### config.mk
export PLATFORM = sky130hd
export DESIGN_NAME = imh_ctrl
export DESIGN_NICKNAME = d
export VERILOG_FILES = /design/src/hw/rtl/indexed_min_heap_decrease_key_unit_assert.svh /design/src/hw/rtl/imh_pkg.sv /design/src/hw/rtl/imh_ctrl.sv
export SDC_FILE = /design/constraint.sdc
export NUM_CORES = 1
export LEC_CHECK = 0
export BUFFER_PORTS_ARGS = -buffer_cell sky130_fd_sc_hd__clkbuf_2
export CELL_PAD_IN_SITES_DETAIL_PLACEMENT = 1
export CELL_PAD_IN_SITES_GLOBAL_PLACEMENT = 2
export CORE_UTILIZATION = 26
export DETAILED_ROUTE_END_ITERATION = 7
export GPL_TIMING_DRIVEN = 0
export HOLD_SLACK_MARGIN = 0.02
export PLACE_DENSITY_LB_ADDON = 0.1
export SETUP_SLACK_MARGIN = 0.3
export SLEW_MARGIN = 10
export SYNTH_ARGS = -nofsm -noshare
export SYNTH_HDL_FRONTEND = slang
export SYNTH_SLANG_ARGS = --single-unit
### constraint.sdc
create_clock -name clk -period 1.7 [get_ports clk]
set_input_delay 0.425 -clock clk [delete_from_list [all_inputs] [get_ports clk]]
set_output_delay 0.425 -clock clk [all_outputs]
set_load 0.005 [all_outputs]
### src/hw/rtl/indexed_min_heap_decrease_key_unit_assert.svh
// assertion macros used by the rtl datapath
`ifndef INDEXED_MIN_HEAP_DECREASE_KEY_UNIT_ASSERT_SVH
`define INDEXED_MIN_HEAP_DECREASE_KEY_UNIT_ASSERT_SVH

// same-cycle implication
`define IMH_AST_IMP(label, ante, cons) \
  label: assert property (@(posedge clk) disable iff (!rst_n) (ante) |-> (cons)) \
    else $error("imh assertion failed");

// next-cycle implication
`define IMH_AST_NXT(label, ante, cons) \
  label: assert property (@(posedge clk) disable iff (!rst_n) (ante) |=> (cons)) \
    else $error("imh assertion failed");

`endif

### src/hw/rtl/imh_pkg.sv
`default_nettype none
package imh_pkg;
  localparam int CAPACITY   = 1024;
  localparam int SLOT_W     = $clog2(CAPACITY);
  localparam int CNT_W      = $clog2(CAPACITY + 1);
  localparam int NODE_W     = 10;
  localparam int NODE_SPACE = 1024;
  localparam int KEY_W      = 32;
  localparam int REQ_W      = 2;
  localparam int STAT_W     = 2;
  localparam int ENTRY_W    = 11;
  localparam int IN_W       = 48;
  localparam int OUT_W      = 24;
  localparam int OP_W       = 5;

  localparam logic [REQ_W-1:0] REQ_START = 2'd0;
  localparam logic [REQ_W-1:0] REQ_DEC   = 2'd1;
  localparam logic [REQ_W-1:0] REQ_EXT   = 2'd2;

  localparam logic [STAT_W-1:0] ST_OK    = 2'd0;
  localparam logic [STAT_W-1:0] ST_EMPTY = 2'd1;
  localparam logic [STAT_W-1:0] ST_FULL  = 2'd2;

  localparam logic [OP_W-1:0] S_CLR    = 5'd0;
  localparam logic [OP_W-1:0] S_IDLE   = 5'd1;
  localparam logic [OP_W-1:0] S_DISP   = 5'd2;
  localparam logic [OP_W-1:0] S_SEED   = 5'd3;
  localparam logic [OP_W-1:0] S_POSCHK = 5'd4;
  localparam logic [OP_W-1:0] S_INSKEY = 5'd5;
  localparam logic [OP_W-1:0] S_UPRD   = 5'd6;
  localparam logic [OP_W-1:0] S_UPCMP  = 5'd7;
  localparam logic [OP_W-1:0] S_UPSW   = 5'd8;
  localparam logic [OP_W-1:0] S_EXTOP  = 5'd9;
  localparam logic [OP_W-1:0] S_EXLAST = 5'd10;
  localparam logic [OP_W-1:0] S_DNL    = 5'd11;
  localparam logic [OP_W-1:0] S_DNR    = 5'd12;
  localparam logic [OP_W-1:0] S_DNRC   = 5'd13;
  localparam logic [OP_W-1:0] S_DNDEC  = 5'd14;
  localparam logic [OP_W-1:0] S_DNSW   = 5'd15;
  localparam logic [OP_W-1:0] S_OUT    = 5'd16;

  typedef struct packed {
    logic [NODE_W-1:0] node;
    logic [KEY_W-1:0]  key;
  } slot_t;

  typedef struct packed {
    logic            load;
    logic [OP_W-1:0] op;
  } cmd_t;

  typedef struct packed {
    logic [REQ_W-1:0] req;
    logic present;
    logic full;
    logic empty;
    logic cnt_one;
    logic idx_zero;
    logic up_stop;
    logic l_out;
    logic r_out;
    logic dn_swap;
    logic clr_done;
    logic out_free;
  } stat_t;
endpackage
`default_nettype wire

### src/hw/rtl/imh_ctrl.sv
`default_nettype none
module imh_ctrl (
  input  wire logic          clk,
  input  wire logic          rst_n,
  input  wire logic          in_tvalid,
  output logic               in_tready,
  input  wire imh_pkg::stat_t stat,
  output imh_pkg::cmd_t      cmd
);
  import imh_pkg::*;

  logic [OP_W-1:0] state_r, state_nxt;
  logic            seed_r, seed_nxt;

  assign in_tready = (state_r == S_IDLE);
  assign cmd.load  = in_tready & in_tvalid;
  assign cmd.op    = state_r;

  always_comb begin
    state_nxt = state_r;
    seed_nxt  = seed_r;
    case (state_r)
      S_CLR: begin
        if (stat.clr_done) begin
          state_nxt = seed_r ? S_SEED : S_IDLE;
        end
      end
      S_IDLE: begin
        if (cmd.load) state_nxt = S_DISP;
      end
      S_DISP: begin
        case (stat.req)
          REQ_START: begin
            state_nxt = S_CLR;
            seed_nxt  = 1'b1;
          end
          REQ_DEC: state_nxt = S_POSCHK;
          REQ_EXT: state_nxt = stat.empty ? S_OUT : S_EXTOP;
          default: state_nxt = S_OUT;
        endcase
      end
      S_SEED: begin
        seed_nxt  = 1'b0;
        state_nxt = S_OUT;
      end
      S_POSCHK: begin
        if (stat.present)   state_nxt = S_UPRD;
        else if (stat.full) state_nxt = S_OUT;
        else                state_nxt = S_INSKEY;
      end
      S_INSKEY: state_nxt = S_UPRD;
      S_UPRD:   state_nxt = stat.idx_zero ? S_OUT : S_UPCMP;
      S_UPCMP:  state_nxt = stat.up_stop ? S_OUT : S_UPSW;
      S_UPSW:   state_nxt = S_UPRD;
      S_EXTOP:  state_nxt = stat.cnt_one ? S_OUT : S_EXLAST;
      S_EXLAST: state_nxt = S_DNL;
      S_DNL:    state_nxt = stat.l_out ? S_OUT : S_DNR;
      S_DNR:    state_nxt = stat.r_out ? S_DNDEC : S_DNRC;
      S_DNRC:   state_nxt = S_DNDEC;
      S_DNDEC:  state_nxt = stat.dn_swap ? S_DNSW : S_OUT;
      S_DNSW:   state_nxt = S_DNL;
      S_OUT: begin
        if (stat.out_free) state_nxt = S_IDLE;
      end
      default: state_nxt = S_IDLE;
    endcase
  end

  always_ff @(posedge clk) begin
    if (!rst_n) begin
      state_r <= S_CLR;
      seed_r  <= 1'b0;
    end else begin
      state_r <= state_nxt;
      seed_r  <= seed_nxt;
    end
  end
endmodule
`default_nettype wire

# --- After elaboration in Yosys (flattened, before gate mapping) ---
# Cells that the tools add are included.
totals:
  ff_bits: 6
  latch_bits: 0
  ram_bits: 0
  romBits: 0
  in_bits: 16
  out_inout_bits: 7
  memories: 0
op_classes:
  addsub: 0
  n_mul: 0
  n_div: 0
  order_cmp: 0
  n_eq_ne: 22
  shifts: 0
  mux: 17
  bitwise: 1
  n_reduce_logical: 7
ops:
  columns: ["op", "n"]
  rows:
  - ["5-bit one-hot mux with 15 select lines", 1]
  - ["5-bit two-way mux", 11]
  - ["5-bit by 4-bit equality test with 1-bit output, second input constant", 8]
  - ["5-bit by 3-bit equality test with 1-bit output, second input constant", 4]
  - ["5-bit one-hot mux with 3 select lines", 1]
  - ["5-bit by 2-bit equality test with 1-bit output, second input constant", 2]
  - ["2-bit != test, second input constant", 3]
  - ["5-bit by 1-bit equality test with 1-bit output, second input constant", 1]
  - ["5-bit equality test, second input constant", 1]
  - ["5-bit logical NOT", 1]
  - ["2-bit two-way mux", 2]
  - ["2-bit OR reduction", 2]
  - ["3-bit AND reduction", 1]
  - ["2-bit by 1-bit equality test with 1-bit output, second input constant", 1]
  - ["2-bit equality test, second input constant", 1]
  - ["2-bit logical NOT", 1]
  - ["2-bit by 1-bit != test with 1-bit output, second input constant", 1]
  - ["1-bit one-hot mux with 2 select lines", 1]
  - ["2-bit AND reduction", 1]
  - ["2-bit nonzero test", 1]
  - ["1-bit bitwise AND", 1]
  - ["1-bit two-way mux", 1]

# --- Longest topological paths before layout ---
logic_depth:
  word_depth: 4
  ltp_mapped: 6
  mapped_depth_nobuf: 4

# --- Least setup slack after synthesis ---
# No wires, ideal clock.
synth_path:
  kind: "flip-flop to output port"
  from: "reg state_r[0]"
  to: "out cmd[5] (netlist bit)"
  arrival_ns: 1.026
  slack_ns: 0.249
  path_stages_with_launch: 5
  path_buffers: 2
  path_cell_list: "dfxtp_1 > buf_2 > buf_4 > nor2b_1 > and3_1"
synth_rtl:
  columns: ["item", "line_no", "source"]
  rows:
  - ["start, declared", "imh_ctrl.sv:12", "logic [OP_W-1:0] state_r, state_nxt;"]
  - ["start signal, assigned", "imh_ctrl.sv:74", "state_r <= state_nxt;"]
  - ["end, declared", "imh_ctrl.sv:8", "output imh_pkg::cmd_t cmd"]

# --- Final worst setup path ---
layout_path:
  from: "reg state_r[0]"
  to: "reg state_r[1]"
layout_between:
  elab_chain_len: 4
  elab_cells_between_ends: 25
  cone_classes: "19 x eq/ne; 1 x mux; 1 x bitwise; 4 x reduce/logical"
layout_lines:
  columns: ["item", "line_no", "source"]
  rows:
  - ["5-bit by 1-bit equality test with 1-bit output", "imh_ctrl.sv:15, imh_ctrl.sv:22", null]
  - ["1-bit bitwise AND", "imh_ctrl.sv:16", "assign cmd.load = in_tready & in_tvalid;"]
  - ["2-bit by 1-bit != test with 1-bit output (no line)", null, null]
  - ["3-bit AND reduction (no line)", null, null]
# Parallel ways exist; a longest one is shown, timed or not.
# A chain may end at the register's enable or synchronous reset.

==> key figures <==
Critical path
  • Crit. path cell count: 6
  • Crit path largest cell delay: 0.37 ns
  • Worst setup path start: state_r[0]
  • Slowest-stage cell, CP: or3b_1
  • Setup slack, reg-to-reg: 0.07 ns
  • CP bufs+invs: 2
  • CP arrival: 1.75 ns
  • CP Capture Type: flip-flop
  • Critical path's top delay family: simple AND/OR/NAND/NOR gates
  • Critical path cell sequence: buf_6 > buf_4 > or3b_1 > nand4_1 > nand3_1 > o311a_1
  • Worst-path fanout max: 6
  • Crit start category: flip-flop
  • CP Class: flip-flop to flip-flop
  • End of the critical path: state_r[1]
  • CP required: between 1.5 and 2 ns
  • Critical R2R Capture: state_r[1]
  • Reg2Reg Depth: 6
  • Worst reg2reg startpoint: state_r[0]

Clocking
  • CTS tree: done
  • CTS buffer count: 3
  • Clock Tree Root: clkbuf_4
  • Clk_lat worst skew: 0.25 ns
  • Worst-path clk slew: 0.05 ns
  • Clock sink count: 6
  • Maximum buffer depth of the clock tree: 2
  • H-tree depth: 1
  • CTS Hold Buffers Added: 0

Floorplanning
  • Die Y: around 52 um
  • Die area: 0.00274 mm^2
  • Core area: 0.00230 mm^2
  • Row Count: 17
  • Die width: 52.4 um
  • I/O pin total: 23
  • Initial Util: between 20 and 30%

Flow run
  • Max-cap violation count: 0

Detailed routing
  • # DRC: 0
  • Routed len/inst: 16.8 um
  • Detailed Routing Iterations Pass 1: 4
  • Routed Antenna Nets: 0
  • Drt total wl: between 2 and 3 mm
  • DR vias: around 840
  • DR iter-0 viols: 22
  • Vias per inst: 5.61

Global route
  • First-pass GRT wire length: a little under 4 mm
  • Grt ovf: 0
  • Vias in the first global route: around 800
  • Initial antenna violation count: 0
  • Largest net degree at the start of global routing: 11
  • Gr usage total: about 20%

Power
  • Power after layout: ~0.63 mW
  • Sequential Power Share: 26.3%
  • Clock Power Share: between 20% and 30%
  • Combinational fraction of design power: 52.2%
  • Max VDD drop: 494 uV
  • Leakage power: 0.420 nW
  • NetSw: 0.224 mW
  • Pwr/cell area: approximately 650 mW/mm^2
  • P_int: 0.407 mW
  • Sw Ratio: 35.6%

Synth
  • Register area share after synthesis: a little under a fifth
  • Yosys synthesis warning count: 0
  • Area share of the largest cell type after synthesis: 18.2%
  • Yosys cell types: 42
  • Synth cell count leaders: 6 x buf_2, 6 x dfxtp_1, 5 x nand2_1, 5 x nand3_1
  • Post-synthesis register bit count: 6
  • Ys flop type: dfxtp_1
  • Top post-synthesis cells by area: dfxtp_1 18%, o31a_1 5.3%, buf_2 4.6%
  • Yosys top cell by area: dfxtp_1
  • Cells after Synth: 88
  • Asr flop ratio synth: 0%
  • Mapped cell area: 659 um^2
  • Post-Syn Nets: 104
  • Avg Cell Area, Syn: about 7.5 um^2
  • Number of flops mapped to enable cells by yosys: 0

Layout
  • Layout area overhead: 46.5%
  • # diodes: 0
  • # fillers: 289
  • Fin util: 42.0%
  • Layout cells sized above 1: ~44%
  • Nets: 140

Hold path
  • Beginning of the worst hold path: rst_n
  • Hold WC Path Type: input pin to flip-flop

STA
  • Max Freq: 0.615 GHz
  • Hold WS: about 0.5 ns
  • Hold violation count in the final report: 0
  • Slew Limit Fails: 0
  • RSZ-0062 raised after global routing: true
  • Slew HR: 76.9%
  • Crit path time final: about 1.6 ns
  • Endpoints failing setup: 0
  • Worst Tran Pin Value: roughly 0.35 ns
  • Slack of the critical path: between 0.07 and 0.08 ns
  • Setup TNS: 0 ns
  • Clock skew: slightly below 0.004 ns
  • Tcrit/Tclk final: a little over nine tenths

Place
  • Place WS: between 0.04 and 0.05 ns
  • RePlAce Congestion: 0.803
  • Port buffer count: 22
  • HPWL after detailed placement: 1.85 mm

Run status
  • Status: finished, final reports clean
how the worst min path moves through the flow:
stage / end / slack, ns / cells past startpoint
6_report: state_r[2] / 0.49 / 2
5_1_grt: state_r[2] / 0.48 / 2
4_1_cts: state_r[2] / 0.48 / 2
3_5_place_dp: seed_r / 0.52 / 1
3_3_place_gp: seed_r / 0.52 / 1
2_1_floorplan: seed_r / 0.49 / 1
timing repair:
item / CTS / global route
gates resized for setup: 15 / 2
pin swaps: 6 / 1
setup endpoints to repair: 7 / 7
setup buffers: 9 / 0
cell families after synthesis:
kind of cell / after synthesis / share of synthesized area, %
simple gates: 41 / 37.6
compound gates: 26 / 29.0
buf+inv: 11 / 9.11
flops: 6 / 18.2
mux: 3 / 4.74
xor+xnor: 1 / 1.33
worst register-to-register path, delay by kind of cell (launching register included):
family / cells / cell delay (ns)
compound gates: 1 / 0.31
buf+inv: 2 / 0.26
flops: 1 / 0.32
simple gates: 3 / 0.62
layer usage:
layer / track usage, % / wire length [um] / vias to the layer above
met5: 0 / 0 / -
met4: 0 / 0 / 0
met3: 5.22 / 127 / 0
met2: 33.1 / 1200 / 29
met1: 27.2 / 1190 / 405
li1: - / - / 407
through the flow:
step                      instances  cell area, um^2
after floorplan                  88              671
after global placement          138              816
after detailed placement        138              816
after CTS                       150              960
after global routing            150              966
final                           150              966
placed cells by master (no fill, tap or decap), types with 3 or more instances in the layout:
cell,instances
buf_4,10
clkbuf_2,22
a21oi_1,3
nand2_1,5
dfxtp_1,3
o31a_1,4
nand2b_1,4
nand3_1,5
buf_6,3
clkbuf_4,3
a31oi_1,3
inv_1,3
nor2_1,4
o21ai_0,3
cell type report:
type	instances	area, um^2	share of cell area [%]
well taps	28	35.0	3.63
multi-input cells	71	512	53.0
repair buffers	31	178	18.4
clock buffers	3	22.5	2.33
plain buffers	8	81.3	8.42
flip-flops and latches	6	126	13.1
inverters	3	11.3	1.17
registers in the layout, summed over array words and instances (netlist names):
signal / flops
seed_r: 1
state_r: 5
power by group through the flow:
stage / Clock (mW) / Sequential (mW) / Combinational (mW)
finish: 0.135 / 0.166 / 0.329
global route: 0.147 / 0.168 / 0.357
CTS: 0.139 / 0.166 / 0.326
detailed placement: 0 / 0.167 / 0.239
global placement: 0 / 0.165 / 0.240
floorplan: 0 / 0.166 / 0.151
Note: power is estimated with default switching activity, not from simulation.
